`src/hw/rtl/pfc_pkg.sv`:
```
package pfc_pkg;

  localparam logic [4:0] LET_J    = 5'd9;
  localparam logic [4:0] LET_X    = 5'd23;
  localparam logic [4:0] LET_Z    = 5'd25;
  localparam logic [2:0] LAST_IDX = 3'd4;
  localparam logic [4:0] CELLS    = 5'd25;
  localparam logic [4:0] ALPHA    = 5'd26;
  localparam int         SQ_DEPTH  = 25;
  localparam int         POS_DEPTH = 26;

  typedef enum logic [2:0] {
    REQ_NEW_KEY    = 3'd0,
    REQ_KEY_LETTER = 3'd1,
    REQ_KEY_DONE   = 3'd2,
    REQ_DATA       = 3'd3,
    REQ_END        = 3'd4
  } req_t;

  typedef struct packed {
    logic key_ready;
    logic pending_valid;
    logic letter_ok;
    logic key_place_ok;
    logic scan_place_ok;
    logic scan_done;
    logic slot_free;
  } status_t;

  typedef struct packed {
    logic clear_key;
    logic place_key;
    logic scan_start;
    logic scan_place;
    logic scan_step;
    logic finish_key;
    logic set_pending;
    logic pair_data;
    logic pair_end;
    logic rd_pos_a;
    logic rd_pos_b;
    logic rd_sq_a;
    logic rd_sq_b;
    logic load_first;
    logic load_second;
    logic load_err;
  } cmd_t;

  // Row of a cell index 0..24.
  function automatic logic [2:0] cell_row(input logic [4:0] p);
    logic [2:0] r;
    if (p >= 5'd20) r = 3'd4;
    else if (p >= 5'd15) r = 3'd3;
    else if (p >= 5'd10) r = 3'd2;
    else if (p >= 5'd5) r = 3'd1;
    else r = 3'd0;
    return r;
  endfunction

  function automatic logic [4:0] cell_addr(input logic [2:0] r, input logic [2:0] c);
    return 5'({r, 2'b00} + {2'b00, r} + {2'b00, c});
  endfunction

  function automatic logic [2:0] cell_col(input logic [4:0] p);
    logic [4:0] base;
    base = cell_addr(cell_row(p), 3'd0);
    return 3'(p - base);
  endfunction

  // Cyclic step along a row or column: forward when encrypting, back when decrypting.
  function automatic logic [2:0] step_idx(input logic [2:0] v, input logic dec);
    logic [2:0] s;
    if (dec) s = (v == 3'd0) ? LAST_IDX : 3'(v - 3'd1);
    else s = (v == LAST_IDX) ? 3'd0 : 3'(v + 3'd1);
    return s;
  endfunction

  function automatic logic [4:0] pad_for(input logic [4:0] l);
    return (l == LET_Z) ? LET_X : LET_Z;
  endfunction

endpackage

```
`src/hw/rtl/pfc_if.sv`:
```
interface pfc_in_if;
  logic       valid;
  logic       ready;
  logic [2:0] req_type;
  logic [4:0] letter;
  modport source(output valid, req_type, letter, input ready);
  modport sink(input valid, req_type, letter, output ready);
endinterface

interface pfc_out_if;
  logic       valid;
  logic       ready;
  logic [4:0] out_letter;
  logic       last;
  logic       error;
  modport source(output valid, out_letter, last, error, input ready);
  modport sink(input valid, out_letter, last, error, output ready);
endinterface

interface pfc_cfg_if;
  logic valid;
  logic ready;
  logic decrypt_mode;
  modport source(output valid, decrypt_mode, input ready);
  modport sink(input valid, decrypt_mode, output ready);
endinterface

```
`src/hw/rtl/pfc_ram.sv`:
```
module pfc_ram #(
  parameter int WIDTH = 5,
  parameter int DEPTH = 25
) (
  input  logic                     clk,
  input  logic                     we,
  input  logic [$clog2(DEPTH)-1:0] waddr,
  input  logic [WIDTH-1:0]         wdata,
  input  logic                     re,
  input  logic [$clog2(DEPTH)-1:0] raddr,
  output logic [WIDTH-1:0]         rdata
);

  logic [WIDTH-1:0] mem [DEPTH];

  always_ff @(posedge clk) begin
    if (we) begin
      mem[waddr] <= wdata;
    end
    if (re) begin
      rdata <= mem[raddr];
    end
  end

endmodule

```
`src/hw/rtl/pfc_ctrl.sv`:
```
module pfc_ctrl (
  input  logic              clk,
  input  logic              rst,
  input  logic              in_valid,
  input  logic [2:0]        req_type,
  output logic              in_ready,
  input  pfc_pkg::status_t  status,
  output pfc_pkg::cmd_t     cmd
);

  typedef enum logic [8:0] {
    ST_IDLE  = 9'b000000001,
    ST_FILL  = 9'b000000010,
    ST_LOOKA = 9'b000000100,
    ST_LOOKB = 9'b000001000,
    ST_SQA   = 9'b000010000,
    ST_SQB   = 9'b000100000,
    ST_EMITA = 9'b001000000,
    ST_EMITB = 9'b010000000,
    ST_ERR   = 9'b100000000
  } state_t;

  state_t state;
  state_t state_next;

  always_ff @(posedge clk) begin
    if (rst) begin
      state <= ST_IDLE;
    end else begin
      state <= state_next;
    end
  end

  always_comb begin
    cmd        = '0;
    state_next = state;
    in_ready   = 1'b0;
    unique case (state)
      ST_IDLE: begin
        in_ready = 1'b1;
        if (in_valid) begin
          unique case (pfc_pkg::req_t'(req_type))
            pfc_pkg::REQ_NEW_KEY: begin
              cmd.clear_key = 1'b1;
            end
            pfc_pkg::REQ_KEY_LETTER: begin
              if (!status.key_ready && status.key_place_ok) begin
                cmd.place_key = 1'b1;
              end
            end
            pfc_pkg::REQ_KEY_DONE: begin
              if (!status.key_ready) begin
                cmd.scan_start = 1'b1;
                state_next     = ST_FILL;
              end
            end
            pfc_pkg::REQ_DATA: begin
              if (!status.key_ready) begin
                state_next = ST_ERR;
              end else if (status.letter_ok) begin
                if (!status.pending_valid) begin
                  cmd.set_pending = 1'b1;
                end else begin
                  cmd.pair_data = 1'b1;
                  state_next    = ST_LOOKA;
                end
              end
            end
            pfc_pkg::REQ_END: begin
              if (status.key_ready && status.pending_valid) begin
                cmd.pair_end = 1'b1;
                state_next   = ST_LOOKA;
              end
            end
            default: begin
            end
          endcase
        end
      end
      ST_FILL: begin
        cmd.scan_place = status.scan_place_ok;
        if (status.scan_done) begin
          cmd.finish_key = 1'b1;
          state_next     = ST_IDLE;
        end else begin
          cmd.scan_step = 1'b1;
        end
      end
      ST_LOOKA: begin
        cmd.rd_pos_a = 1'b1;
        state_next   = ST_LOOKB;
      end
      ST_LOOKB: begin
        cmd.rd_pos_b = 1'b1;
        state_next   = ST_SQA;
      end
      ST_SQA: begin
        cmd.rd_sq_a = 1'b1;
        state_next  = ST_SQB;
      end
      ST_SQB: begin
        cmd.rd_sq_b = 1'b1;
        state_next  = ST_EMITA;
      end
      ST_EMITA: begin
        if (status.slot_free) begin
          cmd.load_first = 1'b1;
          state_next     = ST_EMITB;
        end
      end
      ST_EMITB: begin
        if (status.slot_free) begin
          cmd.load_second = 1'b1;
          state_next      = ST_IDLE;
        end
      end
      ST_ERR: begin
        if (status.slot_free) begin
          cmd.load_err = 1'b1;
          state_next   = ST_IDLE;
        end
      end
      default: begin
        state_next = ST_IDLE;
      end
    endcase
  end

endmodule

```
`src/hw/rtl/pfc_dp.sv`:
```
module pfc_dp (
  input  logic              clk,
  input  logic              rst,
  input  logic [4:0]        letter,
  input  logic              cfg_we,
  input  logic              cfg_decrypt,
  input  pfc_pkg::cmd_t     cmd,
  output pfc_pkg::status_t  status,
  output logic              out_valid,
  input  logic              out_ready,
  output logic [4:0]        out_letter,
  output logic              out_last,
  output logic              out_error
);

  logic                       decrypt_mode;
  logic [pfc_pkg::POS_DEPTH-1:0] used;
  logic [4:0]                 cells_filled;
  logic                       key_ready;
  logic                       pending_valid;
  logic [4:0]                 pending_letter;
  logic [4:0]                 scan_idx;
  logic [4:0]                 pair_a;
  logic [4:0]                 pair_b;
  logic [4:0]                 pa;
  logic [4:0]                 oa;

  logic       letter_ok;
  logic       letter_used;
  logic       cells_full;
  logic       wr_en;
  logic [4:0] wr_letter;
  logic       pos_re;
  logic [4:0] pos_raddr;
  logic [4:0] pos_rdata;
  logic       sq_re;
  logic [4:0] sq_raddr;
  logic [4:0] sq_rdata;
  logic [2:0] ra, ca, rb, cb;
  logic [4:0] oa_addr, ob_addr;
  logic       slot_free;

  assign letter_ok   = (letter < pfc_pkg::ALPHA) && (letter != pfc_pkg::LET_J);
  assign letter_used = letter_ok ? used[letter] : 1'b1;
  assign cells_full  = (cells_filled == pfc_pkg::CELLS);
  assign slot_free   = !out_valid || out_ready;

  always_comb begin
    status               = '0;
    status.key_ready     = key_ready;
    status.pending_valid = pending_valid;
    status.letter_ok     = letter_ok;
    status.key_place_ok  = letter_ok && !letter_used && !cells_full;
    status.scan_place_ok = (scan_idx != pfc_pkg::LET_J) && !used[scan_idx] && !cells_full;
    status.scan_done     = (scan_idx == pfc_pkg::LET_Z);
    status.slot_free     = slot_free;
  end

  assign wr_en     = cmd.place_key || cmd.scan_place;
  assign wr_letter = cmd.scan_place ? scan_idx : letter;

  always_ff @(posedge clk) begin
    if (rst) begin
      decrypt_mode   <= 1'b0;
      used           <= '0;
      cells_filled   <= '0;
      key_ready      <= 1'b0;
      pending_valid  <= 1'b0;
      pending_letter <= '0;
      scan_idx       <= '0;
    end else begin
      if (cfg_we) begin
        decrypt_mode <= cfg_decrypt;
      end
      if (cmd.clear_key) begin
        used           <= '0;
        cells_filled   <= '0;
        key_ready      <= 1'b0;
        pending_valid  <= 1'b0;
        pending_letter <= '0;
      end
      if (wr_en) begin
        used[wr_letter] <= 1'b1;
        cells_filled    <= 5'(cells_filled + 5'd1);
      end
      if (cmd.scan_start) begin
        scan_idx <= '0;
      end else if (cmd.scan_step) begin
        scan_idx <= 5'(scan_idx + 5'd1);
      end
      if (cmd.finish_key) begin
        key_ready     <= 1'b1;
        pending_valid <= 1'b0;
      end
      if (cmd.set_pending) begin
        pending_valid  <= 1'b1;
        pending_letter <= letter;
      end
      // A repeated letter keeps its place as the first letter of the next pair.
      if (cmd.pair_data && (letter != pending_letter)) begin
        pending_valid <= 1'b0;
      end
      if (cmd.pair_end) begin
        pending_valid <= 1'b0;
      end
    end
  end

  always_ff @(posedge clk) begin
    if (cmd.pair_data) begin
      if (letter == pending_letter) begin
        pair_a <= letter;
        pair_b <= pfc_pkg::pad_for(letter);
      end else begin
        pair_a <= pending_letter;
        pair_b <= letter;
      end
    end else if (cmd.pair_end) begin
      pair_a <= pending_letter;
      pair_b <= pfc_pkg::pad_for(pending_letter);
    end
    if (cmd.rd_pos_b) begin
      pa <= pos_rdata;
    end
    if (cmd.rd_sq_b) begin
      oa <= sq_rdata;
    end
  end

  assign pos_re    = cmd.rd_pos_a || cmd.rd_pos_b;
  assign pos_raddr = cmd.rd_pos_b ? pair_b : pair_a;

  pfc_ram #(.WIDTH(5), .DEPTH(pfc_pkg::POS_DEPTH)) u_pos_ram (
    .clk   (clk),
    .we    (wr_en),
    .waddr (wr_letter),
    .wdata (cells_filled),
    .re    (pos_re),
    .raddr (pos_raddr),
    .rdata (pos_rdata)
  );

  // The second position read stays on the RAM output while the square is read.
  always_comb begin
    ra = pfc_pkg::cell_row(pa);
    ca = pfc_pkg::cell_col(pa);
    rb = pfc_pkg::cell_row(pos_rdata);
    cb = pfc_pkg::cell_col(pos_rdata);
    if (ra == rb) begin
      oa_addr = pfc_pkg::cell_addr(ra, pfc_pkg::step_idx(ca, decrypt_mode));
      ob_addr = pfc_pkg::cell_addr(rb, pfc_pkg::step_idx(cb, decrypt_mode));
    end else if (ca == cb) begin
      oa_addr = pfc_pkg::cell_addr(pfc_pkg::step_idx(ra, decrypt_mode), ca);
      ob_addr = pfc_pkg::cell_addr(pfc_pkg::step_idx(rb, decrypt_mode), cb);
    end else begin
      oa_addr = pfc_pkg::cell_addr(ra, cb);
      ob_addr = pfc_pkg::cell_addr(rb, ca);
    end
  end

  assign sq_re    = cmd.rd_sq_a || cmd.rd_sq_b;
  assign sq_raddr = cmd.rd_sq_b ? ob_addr : oa_addr;

  pfc_ram #(.WIDTH(5), .DEPTH(pfc_pkg::SQ_DEPTH)) u_sq_ram (
    .clk   (clk),
    .we    (wr_en),
    .waddr (cells_filled),
    .wdata (wr_letter),
    .re    (sq_re),
    .raddr (sq_raddr),
    .rdata (sq_rdata)
  );

  always_ff @(posedge clk) begin
    if (rst) begin
      out_valid <= 1'b0;
    end else if (cmd.load_first || cmd.load_second || cmd.load_err) begin
      out_valid <= 1'b1;
    end else if (out_ready) begin
      out_valid <= 1'b0;
    end
  end

  always_ff @(posedge clk) begin
    if (cmd.load_first) begin
      out_letter <= oa;
      out_last   <= 1'b0;
      out_error  <= 1'b0;
    end else if (cmd.load_second) begin
      out_letter <= sq_rdata;
      out_last   <= 1'b1;
      out_error  <= 1'b0;
    end else if (cmd.load_err) begin
      out_letter <= '0;
      out_last   <= 1'b1;
      out_error  <= 1'b1;
    end
  end

endmodule

```
`src/hw/rtl/playfair_cipher_stream_top.sv`:
```
// Playfair cipher over a stream of letter indices (a=0 .. z=25).
// data_in carries requests (new key, key letter, key done, data letter,
// end of message) with a letter; data_out carries result letters with last
// and error flags; cfg writes decrypt_mode and is always ready, to be used
// only while the block is idle.
// A request is taken when data_in valid and ready are both high. Key letters,
// new key and unpaired data letters are handled in the idle state. Key done
// walks the alphabet once through the key store. A data letter that closes
// a pair, or end of message with a letter pending, takes two position reads
// and two square reads on memories with one read port, in states LOOKA,
// LOOKB, SQA and SQB; the first result enters the output register from EMITA
// and the second from EMITB. Data before the key is done gives one error
// result that enters the output register from the error state.
// The output register holds a result until data_out ready; while it is full
// the controller waits and data_in ready stays low until the last result of
// the current request is in the register.
// Synchronous reset clears the key, the pending letter, decrypt_mode and the
// output valid; no memory clearing pass is needed.
module playfair_cipher_stream_top (
  input  logic        clk,
  input  logic        rst,
  pfc_cfg_if.sink     cfg,
  pfc_in_if.sink      data_in,
  pfc_out_if.source   data_out
);

  pfc_pkg::status_t status;
  pfc_pkg::cmd_t    cmd;

  assign cfg.ready = 1'b1;

  pfc_ctrl u_ctrl (
    .clk      (clk),
    .rst      (rst),
    .in_valid (data_in.valid),
    .req_type (data_in.req_type),
    .in_ready (data_in.ready),
    .status   (status),
    .cmd      (cmd)
  );

  pfc_dp u_dp (
    .clk         (clk),
    .rst         (rst),
    .letter      (data_in.letter),
    .cfg_we      (cfg.valid),
    .cfg_decrypt (cfg.decrypt_mode),
    .cmd         (cmd),
    .status      (status),
    .out_valid   (data_out.valid),
    .out_ready   (data_out.ready),
    .out_letter  (data_out.out_letter),
    .out_last    (data_out.last),
    .out_error   (data_out.error)
  );

endmodule
```
`src/flat_wrapper.sv`:
```
// flat-port wrapper written by rule: the top's interface ports become plain ports
module playfair_cipher_stream_top_flat 
  (clk, rst, cfg_valid, cfg_decrypt_mode, cfg_ready, data_in_valid, data_in_req_type, data_in_letter, data_in_ready, data_out_valid, data_out_out_letter, data_out_last, data_out_error, data_out_ready);
  pfc_cfg_if cfg_i ();
  pfc_in_if data_in_i ();
  pfc_out_if data_out_i ();
  input  logic clk;
  input  logic rst;
  input wire logic [$bits(cfg_i.valid)-1:0] cfg_valid;
  input wire logic [$bits(cfg_i.decrypt_mode)-1:0] cfg_decrypt_mode;
  output wire logic [$bits(cfg_i.ready)-1:0] cfg_ready;
  input wire logic [$bits(data_in_i.valid)-1:0] data_in_valid;
  input wire logic [$bits(data_in_i.req_type)-1:0] data_in_req_type;
  input wire logic [$bits(data_in_i.letter)-1:0] data_in_letter;
  output wire logic [$bits(data_in_i.ready)-1:0] data_in_ready;
  output wire logic [$bits(data_out_i.valid)-1:0] data_out_valid;
  output wire logic [$bits(data_out_i.out_letter)-1:0] data_out_out_letter;
  output wire logic [$bits(data_out_i.last)-1:0] data_out_last;
  output wire logic [$bits(data_out_i.error)-1:0] data_out_error;
  input wire logic [$bits(data_out_i.ready)-1:0] data_out_ready;
  assign cfg_i.valid = cfg_valid;
  assign cfg_i.decrypt_mode = cfg_decrypt_mode;
  assign cfg_ready = cfg_i.ready;
  assign data_in_i.valid = data_in_valid;
  assign data_in_i.req_type = data_in_req_type;
  assign data_in_i.letter = data_in_letter;
  assign data_in_ready = data_in_i.ready;
  assign data_out_valid = data_out_i.valid;
  assign data_out_out_letter = data_out_i.out_letter;
  assign data_out_last = data_out_i.last;
  assign data_out_error = data_out_i.error;
  assign data_out_i.ready = data_out_ready;
  playfair_cipher_stream_top u_core (.clk(clk), .rst(rst), .cfg(cfg_i), .data_in(data_in_i), .data_out(data_out_i));
endmodule
```
`config.mk`:
```
export PLATFORM = sky130hd
export DESIGN_NAME = playfair_cipher_stream_top_flat
export DESIGN_NICKNAME = d
export VERILOG_FILES = /design/src/hw/rtl/pfc_pkg.sv /design/src/hw/rtl/pfc_if.sv /design/src/hw/rtl/pfc_ram.sv /design/src/hw/rtl/pfc_ctrl.sv /design/src/hw/rtl/pfc_dp.sv /design/src/hw/rtl/playfair_cipher_stream_top.sv /design/src/flat_wrapper.sv
export SDC_FILE = /design/constraint.sdc
export NUM_CORES = 1
export LEC_CHECK = 0
export BUFFER_PORTS_ARGS = -buffer_cell sky130_fd_sc_hd__buf_4
export CAP_MARGIN = 10
export CORE_AREA = 2 2 186 188
export DETAILED_ROUTE_END_ITERATION = 16
export DIE_AREA = 0 0 188 190
export PLACE_DENSITY = 0.78
export REMOVE_ABC_BUFFERS = 1
export SLEW_MARGIN = 20
export SYNTH_ARGS = -nofsm -noshare
export SYNTH_HDL_FRONTEND = slang
export SYNTH_SLANG_ARGS = --single-unit
```
`constraint.sdc`:
```
create_clock -name clk -period 5.3 [get_ports clk]
set_input_delay 0.795 -clock clk [delete_from_list [all_inputs] [get_ports clk]]
set_output_delay 0.795 -clock clk [all_outputs]
set_load 0.01 [all_outputs]
```
==> summary.txt, run 1 <==
Yosys
  – Area leader, netlist: edfxtp_1
  – Mapped Area: 16600 µm²
  – Mean post-synth cell area: 12.2 µm²
  – Main synth FF type: edfxtp_1
  – Seq/Total Area, Yosys: 59.3%
  – Distinct cell type count after synthesis: 74
  – Post-synth top cells: 290 x edfxtp_1, 153 x nand2_1, 135 x nor2_1
  – Post-synth EDFFs: 290
  – Warning count from the yosys run: 0
  – Gate Count Post-Synth: 1362
  – Ranking of synthesized cells by area: edfxtp_1 53%, dfxtp_1 6.8%, mux2i_1 5.4%
  – Asr flop ratio synth: 0%
  – Count leader, synth: edfxtp_1
  – Top-area cell type share of the netlist area: 52.5%
  – Synthesized flop and latch total: 346

Timing
  – Period utilisation layout: 96.1%
  – Worst setup margin: 0.205 ns
  – Max frequency: 0.196 GHz
  – Final setup fails: 0
  – Fin. max-slew vios: 0
  – RSZ-0062 raised after global routing: true
  – Clk_skew: 0.0354 ns
  – Tightest Pin Transition: 0.988 ns
  – Worst slew margin: 32.3%
  – Min cycle time layout: 5.09 ns
  – Final Hold Viols: 0
  – Final hold slack: 0.493 ns
  – Setup TNS: 0 ns

Setup path
  – Reg-to-reg endpoint: u_core.u_dp.u_sq_ram.rdata[3]$_DFFE_PP_
  – Crit path launch: u_core.u_dp.u_pos_ram.rdata[1]$_DFFE_PP_
  – Critical path's top delay family: adder cells
  – Slowest stage delay, CP: 0.47 ns
  – R2R Setup Slk: 0.21 ns
  – Buf/Inv on CP: 5
  – Worst r2r src: u_core.u_dp.u_pos_ram.rdata[1]$_DFFE_PP_
  – Crit path max fanout: 17
  – Crit Path Class: flip-flop to flip-flop
  – Reg2Reg Depth: 25
  – CP endpoint kind: flip-flop
  – Critical path launch point type: flip-flop
  – WP data arrival: 5.38 ns
  – Crit path max-delay cell type: edfxtp_1
  – CP required: 5.59 ns

Pwr
  – P_leak: 6.73 nW
  – Reg power frac: 50.1%
  – Net Sw Frac: 22.5%
  – Sw Pwr: 1.34 mW
  – Gate power share: 6.8%
  – Power Internal: 4.62 mW
  – Max IR drop VDD: 0.000201 V
  – Clk pwr share: 43.1%
  – Power Density: 317 nW/µm²
  – Total power: 5.97 mW

Finish
  – Final nets: 1470
  – Layout cells sized above 1: 14.6%
  – N_diodes: 0
  – Area occupied by multi-input gates: 6390 µm²
  – Fill count: 2680
  – Register area: 9830 µm²
  – Area Growth Syn to Fin: 13.5%

Global routing
  – Initial antenna violation count: 0
  – Largest net degree at the start of global routing: 66
  – Vias in the first global route: 11000
  – Total track usage: 21.1%
  – Grt total ovfl: 0
  – Global-route wire length before repair: 60000 µm

Drt
  – DRC: 0
  – Metal-1 WL: 16100 µm
  – Met2 WL post-DR: 18100 µm
  – Initial DRC count: 1229
  – Uppermost layer routed: met4
  – Vias: 11300
  – Routed WL: 38200 µm
  – Met3 wire len: 2990 µm
  – Post-route ant nets: 0
  – First drt pass iteration count: 6
  – Vias per cell: 5.98
  – Post-DR wirelength/cell: 20.3 µm

Min path
  – Hold endpoint: u_core.u_dp.oa[3]$_DFFE_PP_
  – WHS Path Cells: 0
  – Min-delay worst type: flip-flop to flip-flop
  – HP Start: u_core.u_dp.u_sq_ram.rdata[3]$_DFFE_PP_

Floorplanning
  – Initial Util: 48.8%
  – Die width: 188 µm
  – Row count: 68
  – Ports: 24
  – Core Footprint: 33900 µm²
  – Die area: 35700 µm²
  – Chip Height: 190 µm

Place
  – I/O Buffers: 22
  – GP Congestion: 0.939
  – DP Worst Slack: -0.00204 ns
  – Post-DP HPWL: 24900 µm

Clock network
  – Inserted Clock Buffers: 36
  – Clk Latency, worst-skew pair: 0.54 ns
  – Clock root buffer: clkbuf_16
  – CTS Sinks: 346
  – CTS Hold Bufs: 0
  – Reg clk slew, reported paths: 0.06 ns
  – Max clock buf depth: 3
  – # H-tree levels: 2
  – CTS tree: yes

Run
  – Maxcap violations: 0

Outcome
  – Outcome: completed
## cell type report
class	count	area share, %
clock inverters	17	1.05
well taps	455	3.03
repair buffers	77	3.47
multi-input cells	903	34.0
clock buffers	49	5.43
flip-flops and latches	346	52.2
inverters	41	0.831
## sequential cells by signal (all words and copies together), names as in the netlist
| signal | count |
|---|---|
| u_core.u_ctrl.state | 9 |
| u_core.u_dp.cells_filled | 5 |
| u_core.u_dp.decrypt_mode | 1 |
| u_core.u_dp.key_ready | 1 |
| u_core.u_dp.oa | 5 |
| u_core.u_dp.out_error | 1 |
| u_core.u_dp.out_last | 1 |
| u_core.u_dp.out_letter | 5 |
| u_core.u_dp.out_valid | 1 |
| u_core.u_dp.pa | 5 |
| u_core.u_dp.pair_a | 5 |
| u_core.u_dp.pair_b | 5 |
| u_core.u_dp.pending_letter | 5 |
| u_core.u_dp.pending_valid | 1 |
| u_core.u_dp.scan_idx | 5 |
| u_core.u_dp.u_pos_ram.mem | 130 |
| u_core.u_dp.u_pos_ram.rdata | 5 |
| u_core.u_dp.u_sq_ram.mem | 125 |
| u_core.u_dp.u_sq_ram.rdata | 5 |
| u_core.u_dp.used | 26 |
## logic make-up after synthesis
family,count (synthesis),synth area share [%]
XOR/XNOR,28,1.48
AO/OA/AOI/OAI,263,11.2
adder cells (fa/ha/maj),51,4.30
buffers and inverters,113,3.04
flip-flops,346,59.3
AND/OR/NAND/NOR,450,12.9
multiplexers,110,7.78
other,1,0.0226
## placed cells by master, fill, tap and decap left out, types with 8 or more instances in the layout
| cell type | n |
|---|---|
| a211oi_1 | 45 |
| a21o_1 | 15 |
| a21oi_1 | 43 |
| a22oi_1 | 34 |
| a311oi_1 | 20 |
| a31oi_1 | 20 |
| and2_0 | 8 |
| and2_1 | 28 |
| buf_4 | 72 |
| clkbuf_1 | 8 |
| clkbuf_16 | 39 |
| dfxtp_1 | 56 |
| edfxtp_1 | 290 |
| fa_1 | 8 |
| ha_1 | 39 |
| inv_1 | 36 |
| mux2i_1 | 87 |
| mux4_2 | 14 |
| nand2_1 | 151 |
| nand2b_1 | 15 |
| nand3_1 | 20 |
| nand4_1 | 11 |
| nor2_1 | 133 |
| nor2b_1 | 12 |
| nor3_1 | 13 |
| o211ai_1 | 14 |
| o21ai_0 | 17 |
| xnor2_1 | 14 |
| xor2_1 | 14 |
## worst reg2reg max path: cells and delay by family, from the launching register on
family / cells / cell delay (ns)
simple gates: 9 / 1.28
buf+inv: 5 / 0.57
mux: 2 / 0.34
fa+ha+maj: 5 / 1.42
flops: 1 / 0.47
compound gates: 4 / 0.80
## how the worst max path moves through the flow
stage                                                    to  slack (ns)  cells past startpoint
finish              u_core.u_dp.u_sq_ram.rdata[3]$_DFFE_PP_        0.21                     25
global route        u_core.u_dp.u_sq_ram.rdata[1]$_DFFE_PP_       -0.05                     26
CTS                 u_core.u_dp.u_sq_ram.rdata[1]$_DFFE_PP_        0.06                     26
detailed placement  u_core.u_dp.u_sq_ram.rdata[0]$_DFFE_PP_      -0.002                     25
global placement    u_core.u_dp.u_sq_ram.rdata[2]$_DFFE_PP_        0.16                     20
floorplan           u_core.u_dp.u_sq_ram.rdata[2]$_DFFE_PP_       -3.26                     23
## routing by layer
layer,vias to the layer above,global-route usage (%)
met3,76,2.67
met2,502,34.4
met5,-,0
met4,0,6.60
li1,5166,-
met1,5542,29.7
## timing repair
item                                    4_1_cts  5_1_grt
endpoints found under the hold margin         0        0
pin swaps                                     0       20
gates resized for setup                       2       32
endpoints found under the setup margin        1        5
buffers inserted                              0       13
gates cloned                                  0        1
## power groups by stage
stage               Combinational [mW]  Sequential [mW]  Clock (mW)
finish                           0.406             2.99        2.57
global route                     0.438             2.99        2.71
CTS                              0.392             2.99        2.60
detailed placement               0.388             3.05           0
global placement                 0.376             3.05           0
floorplan                        0.230             3.05           0
## metrics by stage
stage                     cells  util, %  area, µm²
final                      1888     55.4      18800
after detailed placement   1808     51.1      17400
after CTS                  1874     54.7      18600
after global placement     1808     51.1      17400
after floorplan            1290        -      16200
after global routing       1888     55.4      18800
(Power assumes the default switching activity.)
==> run 2, diff against run 1 <==
Settings changed: PLACE_DENSITY 0.78 to 0.76.
Clock period 5.3 ns to 5.6 ns, I/O delays scaled along.
==> run 2 against run 1 <==
Against the previous run: core utilization decreased by 0.48 points; first-iteration DRC count decreased by 15%; via count decreased by 0.17%; clock power decreased by 7%; global-route usage increased by 0.35 points; die area unchanged; sequential share of layout area increased by 0.45 points; combinational power decreased by 8.1%; design area decreased by 0.86%; critical path type unchanged; largest power group unchanged.
==> summary.txt, run 2 (same netlist as run 1, synthesis figures left out) <==
Pwr
  – Max IR drop VDD: 0.000263 V (+31%)
  – P_leak: 6.64 nW (-1.3%)
  – Power Density: 300 nW/µm² (-5.3%)
  – Total power: 5.60 mW (-6.2%)

Clock network
  – Inserted Clock Buffers: 37 (+2.8%)
  – CTS Hold Bufs: 0 (unchanged)
  – CTS tree: yes
  – Reg clk slew, reported paths: 0.06 ns (about the same)
  – # H-tree levels: 2 (unchanged)
  – CTS Sinks: 346 (unchanged)
  – Clk Latency, worst-skew pair: 0.54 ns (about the same)
  – Clock root buffer: clkbuf_16
  – Max clock buf depth: 3 (unchanged)

Setup path
  – Critical path's top delay family: compound AO/OA/AOI/OAI gates
  – CP required: 5.87 ns (+0.28 ns)
  – Slowest stage delay, CP: 0.46 ns (about the same)
  – CP endpoint kind: flip-flop
  – Crit path to: u_core.u_dp.u_sq_ram.rdata[2]$_DFFE_PP_
  – WP data arrival: 5.69 ns (+0.31 ns)
  – Reg-to-reg endpoint: u_core.u_dp.u_sq_ram.rdata[2]$_DFFE_PP_
  – Crit path max fanout: 8 (-9)
  – Crit Path Class: flip-flop to flip-flop
  – Critical path launch point type: flip-flop
  – R2R Setup Slk: 0.18 ns (-0.03 ns)
  – Worst r2r src: u_core.u_dp.u_pos_ram.rdata[1]$_DFFE_PP_
  – Buf/Inv on CP: 6 (+1)
  – Crit path max-delay cell type: edfxtp_1
  – Worst path depth: 25 (unchanged)
  – Crit path launch: u_core.u_dp.u_pos_ram.rdata[1]$_DFFE_PP_
  – Reg2Reg Depth: 25 (unchanged)
  – Crit path top cell by count: inv_1

Timing
  – Final Hold Viols: 0 (unchanged)
  – Max frequency: 0.184 GHz (-6.1%)
  – Min cycle time layout: 5.42 ns (+0.329 ns)
  – Tightest Pin Transition: 1.11 ns (+0.119 ns)
  – Final setup fails: 0 (unchanged)
  – Fin. max-slew vios: 0 (unchanged)
  – Worst slew margin: 26.0% (-6.2 points)
  – Period utilisation layout: 96.9% (+0.72 points)
  – Clk_skew: 0.0235 ns (-0.0119 ns)

Place
  – I/O Buffers: 22 (unchanged)
  – Post-DP HPWL: 25900 µm (+4.2%)
  – GP Congestion: 0.943 (+0.38%)

Floorplanning
  – Ports: 24 (unchanged)
  – Row count: 68 (unchanged)
  – Chip Height: 190 µm (unchanged)
  – Die area: 35700 µm² (unchanged)
  – Core Footprint: 33900 µm² (unchanged)
  – Initial Util: 48.8% (unchanged)
  – Die width: 188 µm (unchanged)

Finish
  – Area Growth Syn to Fin: 12.6%
  – Most common cell after layout, fill and taps aside: edfxtp_1
  – Final nets: 1463 (-0.48%)
  – Final core utilization: 55.0% (-0.48 points)
  – Fill count: 2722 (+1.6%)
  – Max reg flops: 130 (unchanged)
  – N_diodes: 0 (unchanged)
  – Commonest non-fill, non-tap cells in the layout: 290 x edfxtp_1, 153 x nand2_1, 135 x nor2_1, 85 x mux2i_1, 65 x buf_4
  – Layout cells sized above 1: 13.1% (-1.5 points)
  – Largest registers: u_core.u_dp.u_pos_ram.mem (130), u_core.u_dp.u_sq_ram.mem (125), u_core.u_dp.used (26)
  – Largest Register: u_core.u_dp.u_pos_ram.mem

Drt
  – Vias per cell: 5.99 (+0.15%)
  – Post-DR wirelength/cell: 20.5 µm (+1.0%)
  – Initial DRC count: 1044 (-15%)
  – Routed WL: 38500 µm (+0.72%)
  – First drt pass iteration count: 5 (-1)
  – DRC: 0 (unchanged)
  – Vias: 11300 (-0.17%)
  – Post-route ant nets: 0 (unchanged)

Global routing
  – Global-route wire length before repair: 60500 µm (+0.79%)
  – Largest net degree at the start of global routing: 66 (unchanged)
  – Grt total ovfl: 0 (unchanged)
  – Grt met3 use: 3.21% (+0.53 points)
  – Initial antenna violation count: 0 (unchanged)
  – Total track usage: 21.5% (+0.35 points)
  – Vias in the first global route: 11100 (+1.0%)
  – GR Layer Usage met1: 27.8% (-1.9 points)
  – Layer with the highest usage: met2
  – GR Util met2: 36.3% (+1.9 points)

Outcome
  – Outcome: completed

Run
  – Maxcap violations: 0 (unchanged)

Min path
  – Min-delay worst type: flip-flop to flip-flop
[run 2: changes by cell type in the layout (fill, tap and decap cells not counted), sizes merged]
cell,previous run,this run
buf,76,69
clkbuf,50,45
clkinv,15,19
clkinvlp,1,2
inv,39,40
[run 2: repair_timing]
item / 4_1_cts / 5_1_grt
gates resized for setup: 1 / 20
setup endpoints to repair: 2 / 5
pin swaps: 0 / 4
setup buffers: 0 / 6
[run 2: worst reg2reg max path: cells and delay by family, from the launching register on]
kind / cells / cell delay, ns
compound gates: 9 / 1.77
mux: 1 / 0.23
buf+inv: 6 / 0.72
fa+ha+maj: 5 / 1.25
simple gates: 4 / 0.72
flops: 1 / 0.46
[run 2: how the worst min path moves through the flow]
stage,start,endpoint,cells past startpoint
finish,u_core.u_dp.u_sq_ram.rdata[3]$_DFFE_PP_,u_core.u_dp.oa[3]$_DFFE_PP_,0
detailed placement,u_core.u_dp.u_sq_ram.rdata[3]$_DFFE_PP_,u_core.u_dp.oa[3]$_DFFE_PP_,0
global route,u_core.u_dp.u_sq_ram.rdata[1]$_DFFE_PP_,u_core.u_dp.oa[1]$_DFFE_PP_,0
floorplan,u_core.u_dp.u_sq_ram.rdata[0]$_DFFE_PP_,u_core.u_dp.oa[0]$_DFFE_PP_,0
CTS,u_core.u_dp.u_sq_ram.rdata[3]$_DFFE_PP_,u_core.u_dp.oa[3]$_DFFE_PP_,0
global placement,u_core.u_dp.u_sq_ram.rdata[0]$_DFFE_PP_,u_core.u_dp.oa[0]$_DFFE_PP_,0
[run 2: layout make-up]
type,instances,area (µm²),share of cell area [%]
multi-input cells,903,6360,34.1
clock inverters,23,235,1.26
well taps,455,569,3.05
clock buffers,45,956,5.12
inverters,41,154,0.825
repair buffers,69,553,2.96
flip-flops and latches,346,9830,52.7
[run 2: routing by layer]
| layer | wire [µm] | vias to the layer above |
|---|---|---|
| met5 | 0 | - |
| met4 | 1510 | 0 |
| met3 | 2510 | 113 |
| met2 | 18600 | 476 |
| met1 | 15900 | 5524 |
| li1 | - | 5154 |
[run 2: where the power goes]
part           total (mW)  leakage, nW  switching [mW]  internal (mW)
logic               0.373         2.96           0.245          0.128
registers            2.83         3.11          0.0204           2.81
clock network        2.39        0.574            1.02           1.37
total                5.60         6.64            1.29           4.31
[run 2: stage by stage]
step           setup WS, ns  instances  area, µm²  TNS [ns]  hold slack (ns)
5_1_grt              -0.120       1882      18700    -0.524            0.487
2_1_floorplan         -2.96       1290      16200    -14.74            0.427
4_1_cts              0.0285       1876      18500         0            0.474
6_report              0.176       1882      18700         0            0.474
3_3_place_gp          0.120       1807      17300         0            0.452
3_5_place_dp        0.00902       1808      17300         0            0.458
==> run 3, diff against run 2 <==
Settings changed: REMOVE_ABC_BUFFERS 1 to unset, SKIP_CTS_REPAIR_TIMING set to 1.
==> run 3 against run 2 <==
Against the previous run: count of clock-buffer cells in the layout grew 5; largest power group unchanged; design area did not move; via count shrank 1.4%; register-to-register slack gained 0.11 ns; critical path depth decreased by 3; core utilization unchanged; clock power decreased by 7%; clock skew up 0.0016 ns; sequential power about the same; first-iteration DRC count grew 24%.
==> summary.txt, run 3 (same netlist as run 1, synthesis figures left out) <==
Floorplanning
  – Row count: 68 (unchanged)
  – Die width: 188 µm (unchanged)
  – Initial Util: 48.8% (unchanged)
  – Core Footprint: 33900 µm² (unchanged)
  – Chip Height: 190 µm (unchanged)
  – Die area: 35700 µm² (unchanged)
  – Ports: 24 (unchanged)

Drt
  – DRC: 0 (unchanged)
  – Vias: 11100 (-1.4%)
  – Post-route ant nets: 0 (unchanged)
  – Routed WL: 37700 µm (-2.3%)
  – Initial DRC count: 1295 (+24%)
  – Post-DR wirelength/cell: 20.0 µm (-2.5%)
  – First drt pass iteration count: 6 (+1)
  – Vias per cell: 5.89 (-1.6%)

Pwr
  – P_leak: 6.67 nW (+0.33%)
  – Total power: 5.43 mW (-2.9%)
  – Max IR drop VDD: 0.000277 V (+5.2%)
  – Power Density: 291 nW/µm² (-2.9%)

Finish
  – Largest Register: u_core.u_dp.u_pos_ram.mem
  – Register area: 9830 µm² (unchanged)
  – Commonest non-fill, non-tap cells in the layout: 290 x edfxtp_1, 153 x nand2_1, 135 x nor2_1, 85 x mux2i_1, 76 x buf_4
  – Area occupied by multi-input gates: 6380 µm² (+0.30%)
  – Final nets: 1473 (+0.68%)
  – Most common cell after layout, fill and taps aside: edfxtp_1
  – Largest registers: u_core.u_dp.u_pos_ram.mem (130), u_core.u_dp.u_sq_ram.mem (125), u_core.u_dp.used (26)
  – Fin area: 18700 µm² (unchanged)
  – Area Growth Syn to Fin: 12.6% (unchanged)
  – Max reg flops: 130 (unchanged)
  – Layout cells sized above 1: 13.7% (+0.59 points)
  – N_diodes: 0 (unchanged)
  – Fill count: 2774 (+1.9%)
  – Fin cells: 1886 (+0.21%)

Timing
  – Max frequency: 0.188 GHz (+2.0%)
  – Final setup fails: 0 (unchanged)
  – Fin. max-slew vios: 0 (unchanged)
  – Worst setup margin: 0.285 ns (+0.109 ns)
  – Final Hold Viols: 0 (unchanged)
  – Setup TNS: 0 ns (unchanged)
  – Clk_skew: 0.0251 ns (+0.00159 ns)
  – Min cycle time layout: 5.31 ns (-0.109 ns)
  – Tightest Pin Transition: 1.09 ns (-0.0136 ns)
  – Period utilisation layout: 94.9% (-1.9 points)
  – Worst slew margin: 27.0% (+0.91 points)

Clock network
  – Reg clk slew, reported paths: 0.06 ns (about the same)
  – Max clock buf depth: 3 (unchanged)
  – # H-tree levels: 2 (unchanged)
  – CTS Sinks: 346 (unchanged)
  – Clk Latency, worst-skew pair: 0.52 ns (-0.02 ns)
  – CTS tree: yes
  – Clock root buffer: clkbuf_16
  – Inserted Clock Buffers: 36 (-2.7%)

Global routing
  – Grt total ovfl: 0 (unchanged)
  – Global-route wire length before repair: 59000 µm (-2.4%)
  – Largest net degree at the start of global routing: 66 (unchanged)
  – Vias in the first global route: 10800 (-2.6%)
  – Grt met3 use: 2.75% (-0.46 points)
  – GR Util met2: 35.0% (-1.4 points)
  – GR Layer Usage met1: 28.5% (+0.65 points)
  – Initial antenna violation count: 0 (unchanged)
  – Layer with the highest usage: met2
  – Total track usage: 20.8% (-0.67 points)

Setup path
  – Reg-to-reg endpoint: u_core.u_dp.u_sq_ram.rdata[2]$_DFFE_PP_
  – CP required: 5.86 ns (about the same)
  – Critical path launch point type: flip-flop
  – Crit path max fanout: 9 (+1)
  – WP data arrival: 5.58 ns (-0.11 ns)
  – CP cell instances: nor2_1 > o21ai_1 > a221oi_2 > inv_1 > nand2_1 > inv_1 > ha_1 > inv_1 > fa_2 > inv_1 > ha_1 > a21oi_1 > mux2_2 > fa_1 > o21ai_0 > o22ai_4 > buf_12 > buf_4 > mux2i_4 > a22oi_1 > a32oi_1 > o211ai_1
  – Crit path top cell by count: inv_1
  – Worst r2r src: u_core.u_dp.pa[1]$_DFFE_PP_
  – Crit Path Class: flip-flop to flip-flop
  – Slowest stage delay, CP: 0.55 ns (+0.09 ns)
  – Reg2Reg Depth: 22 (-12%)
  – R2R Setup Slk: 0.29 ns (+0.11 ns)
  – Crit path to: u_core.u_dp.u_sq_ram.rdata[2]$_DFFE_PP_
  – Crit path max-delay cell type: fa_1
  – CP endpoint kind: flip-flop
  – Crit path launch: u_core.u_dp.pa[1]$_DFFE_PP_

Min path
  – Min-delay worst type: flip-flop to flip-flop
  – WHS Path Cells: 2 (+2)

Yosys
  – Syn Nets: 1427

Place
  – I/O Buffers: 22 (unchanged)
  – GP Congestion: 0.932 (-1.1%)
  – DP Worst Slack: -0.160 ns (-0.169 ns)
  – Placed Cells: 1809 (+0.055%)
  – Post-DP HPWL: 24500 µm (-5.4%)
  – Post-DP Area: 17300 µm² (about the same)

Outcome
  – Outcome: completed

Run
  – Maxcap violations: 0 (unchanged)
run 3: cell types whose count changed in the layout (fill, tap and decap cells not counted), sizes merged:
cell / before / now
clkbuf: 45 / 51
clkinv: 19 / 10
inv: 40 / 41
bufinv: 3 / 0
clkinvlp: 2 / 1
buf: 69 / 78
o31ai: 3 / 4
run 3: worst min-delay path by stage:
stage / start / to / slack [ns]
final: u_core.u_dp.out_last$_SDFFE_PP0P_ / u_core.u_dp.out_last$_SDFFE_PP0P_ / 0.49
after global routing: u_core.u_dp.out_last$_SDFFE_PP0P_ / u_core.u_dp.out_last$_SDFFE_PP0P_ / 0.52
after CTS: u_core.u_dp.out_last$_SDFFE_PP0P_ / u_core.u_dp.out_last$_SDFFE_PP0P_ / 0.50
after detailed placement: u_core.u_dp.out_last$_SDFFE_PP0P_ / u_core.u_dp.out_last$_SDFFE_PP0P_ / 0.48
after global placement: u_core.u_dp.out_last$_SDFFE_PP0P_ / u_core.u_dp.out_last$_SDFFE_PP0P_ / 0.46
after floorplan: u_core.u_dp.u_pos_ram.rdata[4]$_DFFE_PP_ / u_core.u_dp.pa[4]$_DFFE_PP_ / 0.42
run 3: per-layer routing:
metal	vias up	part of all wire, %
met1	5412	42
li1	5160	-
met4	0	2.6
met5	-	0
met3	85	7.0
met2	457	48
run 3: critical path: cells and delay by family, from the launching register on:
kind                     cells  cell delay (ns)
buffers and inverters        6             0.80
AND/OR/NAND/NOR              2             0.24
AO/OA/AOI/OAI                8             1.44
multiplexers                 2             0.59
adder cells (fa/ha/maj)      4             1.48
flip-flops                   1             0.50
run 3: power by group:
group,internal (mW),switching [mW],leakage (nW)
Sequential,2.81,0.0192,3.11
Combinational,0.132,0.243,3.02
Clock,1.27,0.964,0.533
run 3: area by class of cell:
class                   count  share of cell area [%]
clock buffers              50                    5.43
well taps                 455                    3.05
repair buffers             79                    3.41
inverters                  41                   0.825
multi-input cells         904                    34.2
flip-flops and latches    346                    52.7
clock inverters            11                   0.409
run 3: per-stage QoR:
step | utilization, % | hold slack, ns
3_3_place_gp | 51.0 | 0.460
2_1_floorplan | - | 0.421
6_report | 55.0 | 0.486
4_1_cts | 54.2 | 0.496
3_5_place_dp | 51.0 | 0.482
5_1_grt | 55.0 | 0.516
